**src/rtl/crt_pg_pkg.sv**
```systemverilog
// Shared types and constants for the CRT palette generator pipeline.
package crt_pg_pkg;

  localparam int CFG_IDX_W  = 3;
  localparam int CFG_DATA_W = 8;

  // Reciprocal multipliers for the constant divisions (exact over the value ranges used)
  localparam logic [20:0] RCP1000    = 21'd1073742;
  localparam int          RCP1000_SH = 30;
  localparam logic [19:0] RCP255     = 20'd526345;
  localparam int          RCP255_SH  = 27;
  localparam logic [7:0]  RCP3       = 8'd171;
  localparam int          RCP3_SH    = 9;

  typedef enum logic [CFG_IDX_W-1:0] {
    CFG_NOISE    = 3'd0,
    CFG_GHOST    = 3'd1,
    CFG_SCANLINE = 3'd2,
    CFG_BRIGHT   = 3'd3,
    CFG_CONTRAST = 3'd4,
    CFG_SAT      = 3'd5,
    CFG_MODE     = 3'd6
  } cfg_idx_t;

  typedef struct packed {
    logic signed [5:0] noise;
    logic signed [6:0] ghost;
    logic signed [6:0] scanline;
    logic [7:0]        bright;
    logic [7:0]        contrast;
    logic [7:0]        sat;
    logic [2:0]        mode;   // bit0 vibrant, bit1 artifacts, bit2 inverse
  } cfg_t;

  // Per-item fields carried through the front stages
  typedef struct packed {
    logic [3:0]         col;
    logic               scan;
    logic signed [11:0] bl;
    logic signed [11:0] on;
    logic signed [7:0]  off;
  } ctl_t;

  typedef struct packed {
    logic       valid;
    ctl_t       ctl;
    logic [9:0] basec;
  } front_t;

  typedef struct packed {
    logic               valid;
    logic               scan;
    logic signed [7:0]  off;
    logic signed [11:0] bw;
    logic signed [11:0] qr;
    logic signed [11:0] qg;
    logic signed [11:0] qb;
  } mix_t;

endpackage

```
**src/rtl/crt_pg_front.sv**
```systemverilog
// Front stages: colour decode, levels, variant offset and base colour step.
module crt_pg_front (
  input  logic              clk,
  input  logic              rst_n,
  input  logic              in_valid,
  input  logic [7:0]        in_index,
  input  crt_pg_pkg::cfg_t  cfg,
  output crt_pg_pkg::front_t front_o
);
  import crt_pg_pkg::*;

  logic        s1_valid_r, s2_valid_r, s3_valid_r;
  ctl_t        s1_ctl_r, s2_ctl_r, s3_ctl_r;
  logic [15:0] s1_diff_r;
  logic [19:0] s2_prod_r;
  logic [9:0]  s3_basec_r;

  ctl_t        s1_ctl_nxt;
  logic [15:0] s1_diff_nxt;
  logic [19:0] s2_prod_nxt;
  logic [9:0]  s3_basec_nxt;

  logic [3:0]         hue;
  logic [7:0]         cl_u;
  logic signed [11:0] bl, hi, lo;
  logic [9:0]         x;
  logic [16:0]        t125;
  logic signed [7:0]  nl, gl, g3;
  logic [6:0]         gmag;
  logic [14:0]        g3prod;
  logic [4:0]         m3;
  logic [4:0]         fac;
  logic [20:0]        p1;
  logic [40:0]        p2;

  // Stage 1: decode index, derive levels and offset
  always_comb begin
    hue  = in_index[7:4];
    cl_u = ~cfg.contrast;
    bl   = $signed({4'b0, ~cfg.bright}) - $signed({4'b0, cl_u});
    lo   = bl + $signed({3'b0, cl_u, 1'b0});
    hi   = lo + $signed({5'b0, cl_u[7:1]});

    s1_ctl_nxt.col  = cfg.mode[2] ? {hue[3], ~hue[2:0]} : hue;
    s1_ctl_nxt.scan = in_index[3] & cfg.mode[1];
    s1_ctl_nxt.bl   = bl;
    s1_ctl_nxt.on   = hue[3] ? hi : lo;

    x = {1'b0, cl_u, 1'b0} + (s1_ctl_nxt.col[3] ? {3'b0, cl_u[7:1]} : 10'd0);
    // 1000*x/16 = 125*x/2
    t125 = {x, 7'b0} - {6'b0, x, 1'b0} - {7'b0, x};
    s1_diff_nxt = t125[16:1];

    nl   = 8'sd0 - $signed({{2{cfg.noise[5]}}, cfg.noise});
    gl   = 8'sd0 - $signed({cfg.ghost[6], cfg.ghost});
    gmag = gl[7] ? 7'(8'sd0 - gl) : gl[6:0];
    g3prod = gmag * RCP3;
    m3   = g3prod[RCP3_SH+4:RCP3_SH];
    g3   = gl[7] ? (8'sd0 - $signed({3'b0, m3})) : $signed({3'b0, m3});

    case (in_index[2:0])
      3'd0:    s1_ctl_nxt.off = 8'sd0;
      3'd1:    s1_ctl_nxt.off = nl;
      3'd2:    s1_ctl_nxt.off = gl;
      3'd3:    s1_ctl_nxt.off = nl + gl;
      3'd4:    s1_ctl_nxt.off = g3;
      3'd5:    s1_ctl_nxt.off = nl + g3;
      3'd6:    s1_ctl_nxt.off = gl + g3;
      default: s1_ctl_nxt.off = nl + gl;
    endcase
  end

  // Stage 2: scale by the colour step
  always_comb begin
    fac = {2'b0, s1_ctl_r.col[2:0]} + 5'd9;
    p1  = s1_diff_r * fac;
    s2_prod_nxt = p1[19:0];
  end

  // Stage 3: divide by 1000
  always_comb begin
    p2 = s2_prod_r * RCP1000;
    s3_basec_nxt = p2[RCP1000_SH+9:RCP1000_SH];
  end

  always_ff @(posedge clk) begin
    if (!rst_n) begin
      s1_valid_r <= 1'b0;
      s2_valid_r <= 1'b0;
      s3_valid_r <= 1'b0;
    end else begin
      s1_valid_r <= in_valid;
      s2_valid_r <= s1_valid_r;
      s3_valid_r <= s2_valid_r;
    end
  end

  always_ff @(posedge clk) begin
    s1_ctl_r   <= s1_ctl_nxt;
    s1_diff_r  <= s1_diff_nxt;
    s2_ctl_r   <= s1_ctl_r;
    s2_prod_r  <= s2_prod_nxt;
    s3_ctl_r   <= s2_ctl_r;
    s3_basec_r <= s3_basec_nxt;
  end

  assign front_o.valid = s3_valid_r;
  assign front_o.ctl   = s3_ctl_r;
  assign front_o.basec = s3_basec_r;

endmodule

```
**src/rtl/crt_pg_mix.sv**
```systemverilog
// Mix stages: channel base values, saturation multiply and divide by 255.
module crt_pg_mix (
  input  logic               clk,
  input  logic               rst_n,
  input  crt_pg_pkg::cfg_t   cfg,
  input  crt_pg_pkg::front_t front_i,
  output crt_pg_pkg::mix_t   mix_o
);
  import crt_pg_pkg::*;

  logic               s4_valid_r, s5_valid_r, s6_valid_r;
  logic               s4_scan_r, s5_scan_r, s6_scan_r;
  logic signed [7:0]  s4_off_r, s5_off_r, s6_off_r;
  logic signed [11:0] s4_bw_r, s5_bw_r, s6_bw_r;
  logic signed [11:0] s4_dr_r, s4_dg_r, s4_db_r;
  logic signed [20:0] s5_pr_r, s5_pg_r, s5_pb_r;
  logic signed [11:0] s6_qr_r, s6_qg_r, s6_qb_r;

  logic signed [11:0] s4_bw_nxt, s4_dr_nxt, s4_dg_nxt, s4_db_nxt;
  logic signed [20:0] s5_pr_nxt, s5_pg_nxt, s5_pb_nxt;

  logic signed [11:0] be, bl, on, cr, cg, cb;
  logic [3:0]         col;
  logic signed [8:0]  mix_s;

  // Truncating signed divide by 255 on magnitude
  function automatic logic signed [11:0] div255(input logic signed [20:0] p);
    logic [19:0] mag;
    logic [39:0] pm;
    logic [10:0] qm;
    mag = p[20] ? 20'(21'sd0 - p) : p[19:0];
    pm  = mag * RCP255;
    qm  = pm[RCP255_SH+10:RCP255_SH];
    return p[20] ? (12'sd0 - $signed({1'b0, qm})) : $signed({1'b0, qm});
  endfunction

  // Stage 4: per-channel colour and difference to the gray level
  always_comb begin
    col = front_i.ctl.col;
    bl  = front_i.ctl.bl;
    on  = front_i.ctl.on;
    be  = (col[2:0] == 3'd0) ? bl : $signed({2'b0, front_i.basec});
    s4_bw_nxt = bl + be;
    if (cfg.mode[0]) begin
      cb = col[0] ? on : bl;
      cg = col[2] ? on : bl;
      cr = col[1] ? on : bl;
    end else begin
      cb = col[0] ? bl + be : bl;
      cg = col[2] ? bl + be : bl;
      cr = col[1] ? bl + be : bl;
    end
    s4_dr_nxt = cr - s4_bw_nxt;
    s4_dg_nxt = cg - s4_bw_nxt;
    s4_db_nxt = cb - s4_bw_nxt;
  end

  // Stage 5: saturation multiply
  always_comb begin
    mix_s = $signed({1'b0, ~cfg.sat});
    s5_pr_nxt = s4_dr_r * mix_s;
    s5_pg_nxt = s4_dg_r * mix_s;
    s5_pb_nxt = s4_db_r * mix_s;
  end

  always_ff @(posedge clk) begin
    if (!rst_n) begin
      s4_valid_r <= 1'b0;
      s5_valid_r <= 1'b0;
      s6_valid_r <= 1'b0;
    end else begin
      s4_valid_r <= front_i.valid;
      s5_valid_r <= s4_valid_r;
      s6_valid_r <= s5_valid_r;
    end
  end

  always_ff @(posedge clk) begin
    s4_scan_r <= front_i.ctl.scan;
    s4_off_r  <= front_i.ctl.off;
    s4_bw_r   <= s4_bw_nxt;
    s4_dr_r   <= s4_dr_nxt;
    s4_dg_r   <= s4_dg_nxt;
    s4_db_r   <= s4_db_nxt;
    s5_scan_r <= s4_scan_r;
    s5_off_r  <= s4_off_r;
    s5_bw_r   <= s4_bw_r;
    s5_pr_r   <= s5_pr_nxt;
    s5_pg_r   <= s5_pg_nxt;
    s5_pb_r   <= s5_pb_nxt;
    s6_scan_r <= s5_scan_r;
    s6_off_r  <= s5_off_r;
    s6_bw_r   <= s5_bw_r;
    s6_qr_r   <= div255(s5_pr_r);
    s6_qg_r   <= div255(s5_pg_r);
    s6_qb_r   <= div255(s5_pb_r);
  end

  assign mix_o.valid = s6_valid_r;
  assign mix_o.scan  = s6_scan_r;
  assign mix_o.off   = s6_off_r;
  assign mix_o.bw    = s6_bw_r;
  assign mix_o.qr    = s6_qr_r;
  assign mix_o.qg    = s6_qg_r;
  assign mix_o.qb    = s6_qb_r;

endmodule

```
**src/rtl/crt_pg_out.sv**
```systemverilog
// Output stage: offset, scanline, clamping and packing into RGB565 and RGB888.
module crt_pg_out (
  input  logic              clk,
  input  logic              rst_n,
  input  crt_pg_pkg::cfg_t  cfg,
  input  crt_pg_pkg::mix_t  mix_i,
  output logic              out_strobe,
  output logic [15:0]       out_rgb565,
  output logic [23:0]       out_rgb888
);
  import crt_pg_pkg::*;

  logic        strobe_r;
  logic [15:0] rgb565_r, rgb565_nxt;
  logic [23:0] rgb888_r, rgb888_nxt;

  logic signed [7:0] sl;
  logic [7:0]        r, g, b;

  function automatic logic [7:0] clamp8(input logic signed [13:0] v);
    if (v < 14'sd0) return 8'd0;
    else if (v > 14'sd255) return 8'd255;
    else return v[7:0];
  endfunction

  function automatic logic [7:0] channel(input logic signed [11:0] q,
                                         input logic signed [11:0] bw,
                                         input logic signed [7:0]  off,
                                         input logic               scan,
                                         input logic signed [7:0]  s);
    logic [7:0] c;
    c = clamp8($signed({{2{q[11]}}, q}) + $signed({{2{bw[11]}}, bw})
               + $signed({{6{off[7]}}, off}));
    if (scan) c = clamp8($signed({6'b0, c}) + $signed({{6{s[7]}}, s}));
    return c;
  endfunction

  always_comb begin
    sl = 8'sd0 - $signed({cfg.scanline[6], cfg.scanline});
    r  = channel(mix_i.qr, mix_i.bw, mix_i.off, mix_i.scan, sl);
    g  = channel(mix_i.qg, mix_i.bw, mix_i.off, mix_i.scan, sl);
    b  = channel(mix_i.qb, mix_i.bw, mix_i.off, mix_i.scan, sl);
    rgb565_nxt = {r[7:3], g[7:2], b[7:3]};
    rgb888_nxt = {b, g, r};
  end

  always_ff @(posedge clk) begin
    if (!rst_n) begin
      strobe_r <= 1'b0;
    end else begin
      strobe_r <= mix_i.valid;
    end
  end

  always_ff @(posedge clk) begin
    rgb565_r <= rgb565_nxt;
    rgb888_r <= rgb888_nxt;
  end

  assign out_strobe = strobe_r;
  assign out_rgb565 = rgb565_r;
  assign out_rgb888 = rgb888_r;

`ifndef NO_ASSERTIONS
  a_strobe_follows: assert property (@(posedge clk) disable iff (!rst_n)
    $past(rst_n) |-> (strobe_r == $past(mix_i.valid)))
    else $error("output strobe does not follow the last stage valid");

  a_pack_match: assert property (@(posedge clk) disable iff (!rst_n)
    strobe_r |-> (rgb565_r[15:11] == rgb888_r[7:3] && rgb565_r[10:5] == rgb888_r[15:10]
                  && rgb565_r[4:0] == rgb888_r[23:19]))
    else $error("RGB565 and RGB888 disagree");

  a_gray_pass: assert property (@(posedge clk) disable iff (!rst_n)
    $past(mix_i.valid && !mix_i.scan && mix_i.off == 8'sd0 && mix_i.qr == 12'sd0
          && mix_i.bw >= 12'sd0 && mix_i.bw <= 12'sd255)
    |-> (rgb888_r[7:0] == $past(mix_i.bw[7:0])))
    else $error("red channel lost the gray level with no offset");
`endif

endmodule

```
**src/rtl/crt_palette_generator_top.sv**
```systemverilog
// Pipeline: 7 registers (6 pipeline stages + output reg); an accepted item passes stages
//   s1 to s6 in order, and the output reg raises the strobe together with its result.
// Throughput: one item per clock; busy stays low and the pipeline never stalls.
// Stage depth is set by the multiply stages (color step, /1000, saturation, /255).
// Reset (synchronous, active low) clears all configuration registers to zero
// and drops any items in flight.
module crt_palette_generator_top (
  input  logic                             clk,
  input  logic                             rst_n,
  input  logic                             start,
  output logic                             busy,
  input  logic [7:0]                       in_palette_index,
  input  logic                             cfg_we,
  input  logic [crt_pg_pkg::CFG_IDX_W-1:0] cfg_index,
  input  logic [crt_pg_pkg::CFG_DATA_W-1:0] cfg_data,
  output logic                             out_strobe,
  output logic [15:0]                      out_rgb565,
  output logic [23:0]                      out_rgb888
);
  import crt_pg_pkg::*;

  cfg_t   cfg_r, cfg_nxt;
  front_t front;
  mix_t   mix;
  logic   in_valid;

  assign busy     = 1'b0;
  assign in_valid = start & ~busy;

  // Register write decode; writes to unknown indexes are dropped
  always_comb begin
    cfg_nxt = cfg_r;
    if (cfg_we) begin
      unique case (cfg_idx_t'(cfg_index))
        CFG_NOISE:    cfg_nxt.noise    = cfg_data[5:0];
        CFG_GHOST:    cfg_nxt.ghost    = cfg_data[6:0];
        CFG_SCANLINE: cfg_nxt.scanline = cfg_data[6:0];
        CFG_BRIGHT:   cfg_nxt.bright   = cfg_data;
        CFG_CONTRAST: cfg_nxt.contrast = cfg_data;
        CFG_SAT:      cfg_nxt.sat      = cfg_data;
        CFG_MODE:     cfg_nxt.mode     = cfg_data[2:0];
        default:      cfg_nxt = cfg_r;
      endcase
    end
  end

  always_ff @(posedge clk) begin
    if (!rst_n) begin
      cfg_r <= '0;
    end else begin
      cfg_r <= cfg_nxt;
    end
  end

  crt_pg_front u_front (
    .clk      (clk),
    .rst_n    (rst_n),
    .in_valid (in_valid),
    .in_index (in_palette_index),
    .cfg      (cfg_r),
    .front_o  (front)
  );

  crt_pg_mix u_mix (
    .clk     (clk),
    .rst_n   (rst_n),
    .cfg     (cfg_r),
    .front_i (front),
    .mix_o   (mix)
  );

  crt_pg_out u_out (
    .clk        (clk),
    .rst_n      (rst_n),
    .cfg        (cfg_r),
    .mix_i      (mix),
    .out_strobe (out_strobe),
    .out_rgb565 (out_rgb565),
    .out_rgb888 (out_rgb888)
  );

endmodule

```
**config.mk**
```make
export PLATFORM = sky130hd
export DESIGN_NAME = crt_palette_generator_top
export DESIGN_NICKNAME = d
export VERILOG_FILES = /design/src/rtl/crt_pg_pkg.sv /design/src/rtl/crt_pg_front.sv /design/src/rtl/crt_pg_mix.sv /design/src/rtl/crt_pg_out.sv /design/src/rtl/crt_palette_generator_top.sv
export SDC_FILE = /design/constraint.sdc
export NUM_CORES = 2
export LEC_CHECK = 0
export ABC_AREA = 1
export BUFFER_PORTS_ARGS = -buffer_cell sky130_fd_sc_hd__buf_2
export CAP_MARGIN = 10
export CORE_ASPECT_RATIO = 1.1
export CORE_UTILIZATION = 45
export DETAILED_ROUTE_END_ITERATION = 8
export PLACE_DENSITY = 0.71
export SLEW_MARGIN = 20
export SYNTH_ARGS = -nofsm -noshare
export SYNTH_HDL_FRONTEND = slang
export SYNTH_SLANG_ARGS = --single-unit
```
**constraint.sdc**
```tcl
create_clock -name clk -period 10 [get_ports clk]
set_input_delay 2 -clock clk [delete_from_list [all_inputs] [get_ports clk]]
set_output_delay 2 -clock clk [all_outputs]
set_load 0.01 [all_outputs]
```
==> reports/metrics.yaml <==
htree_levels: 2
ys.flop_type: "dfxtp_1"
critPathMostFrequentCell: "inv_1"
min_period_ns: 7.13
finClkSkew_ns: 0.0249
yosysMostFrequentCell: "inv_1"
grt_pass1_vias: 39500
drive_above_1_share_pct: 4.34
cts_root_buffer: "clkbuf_16"
drt_iter0_drc: 2122
clk_pin_slew_worst_paths_ns: 0.06
maxCapViolCount: 0
grt_setup_unrepaired: "false"
syn_area_per_cell_um2: 7.94
hold_ws_ns: 0.317
ctsLongestPathBuffers: 3
r2r_setup_slack_ns: 2.87
yosysSeqAreaShare_pct: 17.2
cts_made_buffers: 47
routed-via-count: 39000
num_rows: 126
setup_violations: 0
dieArea_um2: 110000
multi_input_area_um2: 35600
ys_seq_elements: 421
drtPass1Iterations: 6
fp.dieH_um: 348
cts_hold_buf: 0
io_pins: 65
async_flop_share_pct: 0
routed.top_layer: "met5"
synth_common_cells: "1176 x inv_1, 1052 x nand2_1, 855 x ha_1"
crit_arrival_ns: 7.60
wl_met2_um: 55100
ant_nets: 0
synthesis.nets: 7492
ys_top_cells_by_area: "ha_1 22%, fa_1 18%, dfxtp_1 17%"
slew_viol_final: 0
fillers: 10400
worst-path-buf-inv: 8
grt_overflow: 0
viasPerCell: 5.09
tightest_slew_ns: 1.06
io_buffers: 63
worstSetupPathType: "flop to flop"
fin_setup_tns_ns: 0
register_area_um2: 8430
status: "finished clean"
grtUsageTotal_pct: 21.1
period_share_pct: 71.3
cp_max_fo: 11
cts_resized: 0
start_kind: "flop"
ys_warn_count: 0
cts.sinks: 421
drc: 0
antenna_found_initial: 5
crit_slowest_cell: "dfxtp_1"
critPathRequiredTime_ns: 10.47
synthCells: 6165
critical-path-max-stage-delay_ns: 0.56
fin_nets: 7529
initial_core_util_pct: 45.5
synth_edf_count: 0
wl_um: 114000
wl_per_cell_um: 15.0
finalHoldViolCount: 0
cts_tree: "yes"
crit_path_end_kind: "flop"
drt-met1-wl_um: 51700
max_freq_mhz: 140
core_area_um2: 108000
postCtsSetupBuffers: 0
met3_wirelength_um: 5070
insertion_delay_ns: 0.61
die_w_um: 317
grt_pass1_wl_um: 191000
synth.distinct_cells: 64
yosysTopAreaCell: "ha_1"
min_path_type: "flop to flop"
path_delay_family: "adder cells"
syn_to_final_growth_pct: 6.96
dp_hpwl_um: 96200
relSlewSlack_pct: 28.9
grt_start_max_net_pins: 55
synth.cell_area_um2: 49000
synth_top_cell_area_share_pct: 21.8
gp_congestion: 0.949
==> stage by stage <==
step,instances,setup WS (ns),area (um2),util [%]
after global routing,7648,2.11,52400,48.7
after CTS,7648,2.84,52400,48.7
after global placement,7561,2.88,50700,47.2
after floorplan,6165,3.67,49000,-
final,7649,2.87,52400,48.7
after detailed placement,7561,2.90,50700,47.2
==> layout by cell type (no fill, tap or decap), types with 25 or more instances in the layout <==
master / count
nand2_1: 1052
nand3b_1: 25
a21oi_1: 395
clkbuf_16: 49
xor2_1: 197
fa_1: 449
nor2_1: 535
nand4_1: 30
dfxtp_1: 421
xnor2_1: 97
nand3_1: 203
o21bai_1: 32
o21ai_1: 38
o21ai_0: 209
nor3_1: 55
inv_1: 1176
buf_2: 63
nand2_2: 27
a21o_1: 27
ha_1: 855
==> layer usage <==
metal  track usage [%]  up-vias
li1                  -    19700
met1              27.1    18300
met2              37.1      789
met3              2.60      156
met4              5.01        2
met5                 0        -
==> cells by family (layout without fill, tap and decap cells) <==
family | after synthesis | count (layout) | share of synthesized area (%)
AO/OA/AOI/OAI | 835 | 835 | 9.53
multiplexers | 7 | 7 | 0.143
AND/OR/NAND/NOR | 2012 | 2012 | 17.4
XOR/XNOR | 301 | 301 | 5.54
other | 1 | 2 | 0.00766
flip-flops | 421 | 421 | 17.2
adder cells (fa/ha/maj) | 1304 | 1304 | 40.2
buffers and inverters | 1284 | 1359 | 10.0
==> worst paths after layout <==
kind,start,endpoint,depth (start not counted)
max,cfg_r[34],u_front.s1_ctl_r[5],32
min reg2reg,u_mix.s5_bw_r[2],u_mix.s6_bw_r[2],0
min,u_mix.s5_bw_r[2],u_mix.s6_bw_r[2],0
max reg2reg,cfg_r[34],u_front.s1_ctl_r[5],32
==> state kept, by name, indices dropped and copies added (netlist names), 15 cells and up <==
name,cells
u_front.s1_diff_r,16
u_front.s2_prod_r,20
u_front.s1_ctl_r,33
u_out.out_rgb565,15
u_mix.s5_pb_r,21
u_front.s2_ctl_r,33
u_mix.s5_pg_r,21
u_mix.s5_pr_r,21
u_front.front_o,33
cfg_r,47
==> final cells by class <==
cell class	instances	area share [%]
repair buffers	75	0.774
clock inverters	31	0.698
multi-input cells	4460	68.0
diodes	1	0.00478
inverters	1197	8.58
clock buffers	56	2.45
well taps	1408	3.36
flip-flops and latches	421	16.1
Power is not shown: default switching activity piles up to over one toggle a cycle in this logic, so the estimate is an artifact.
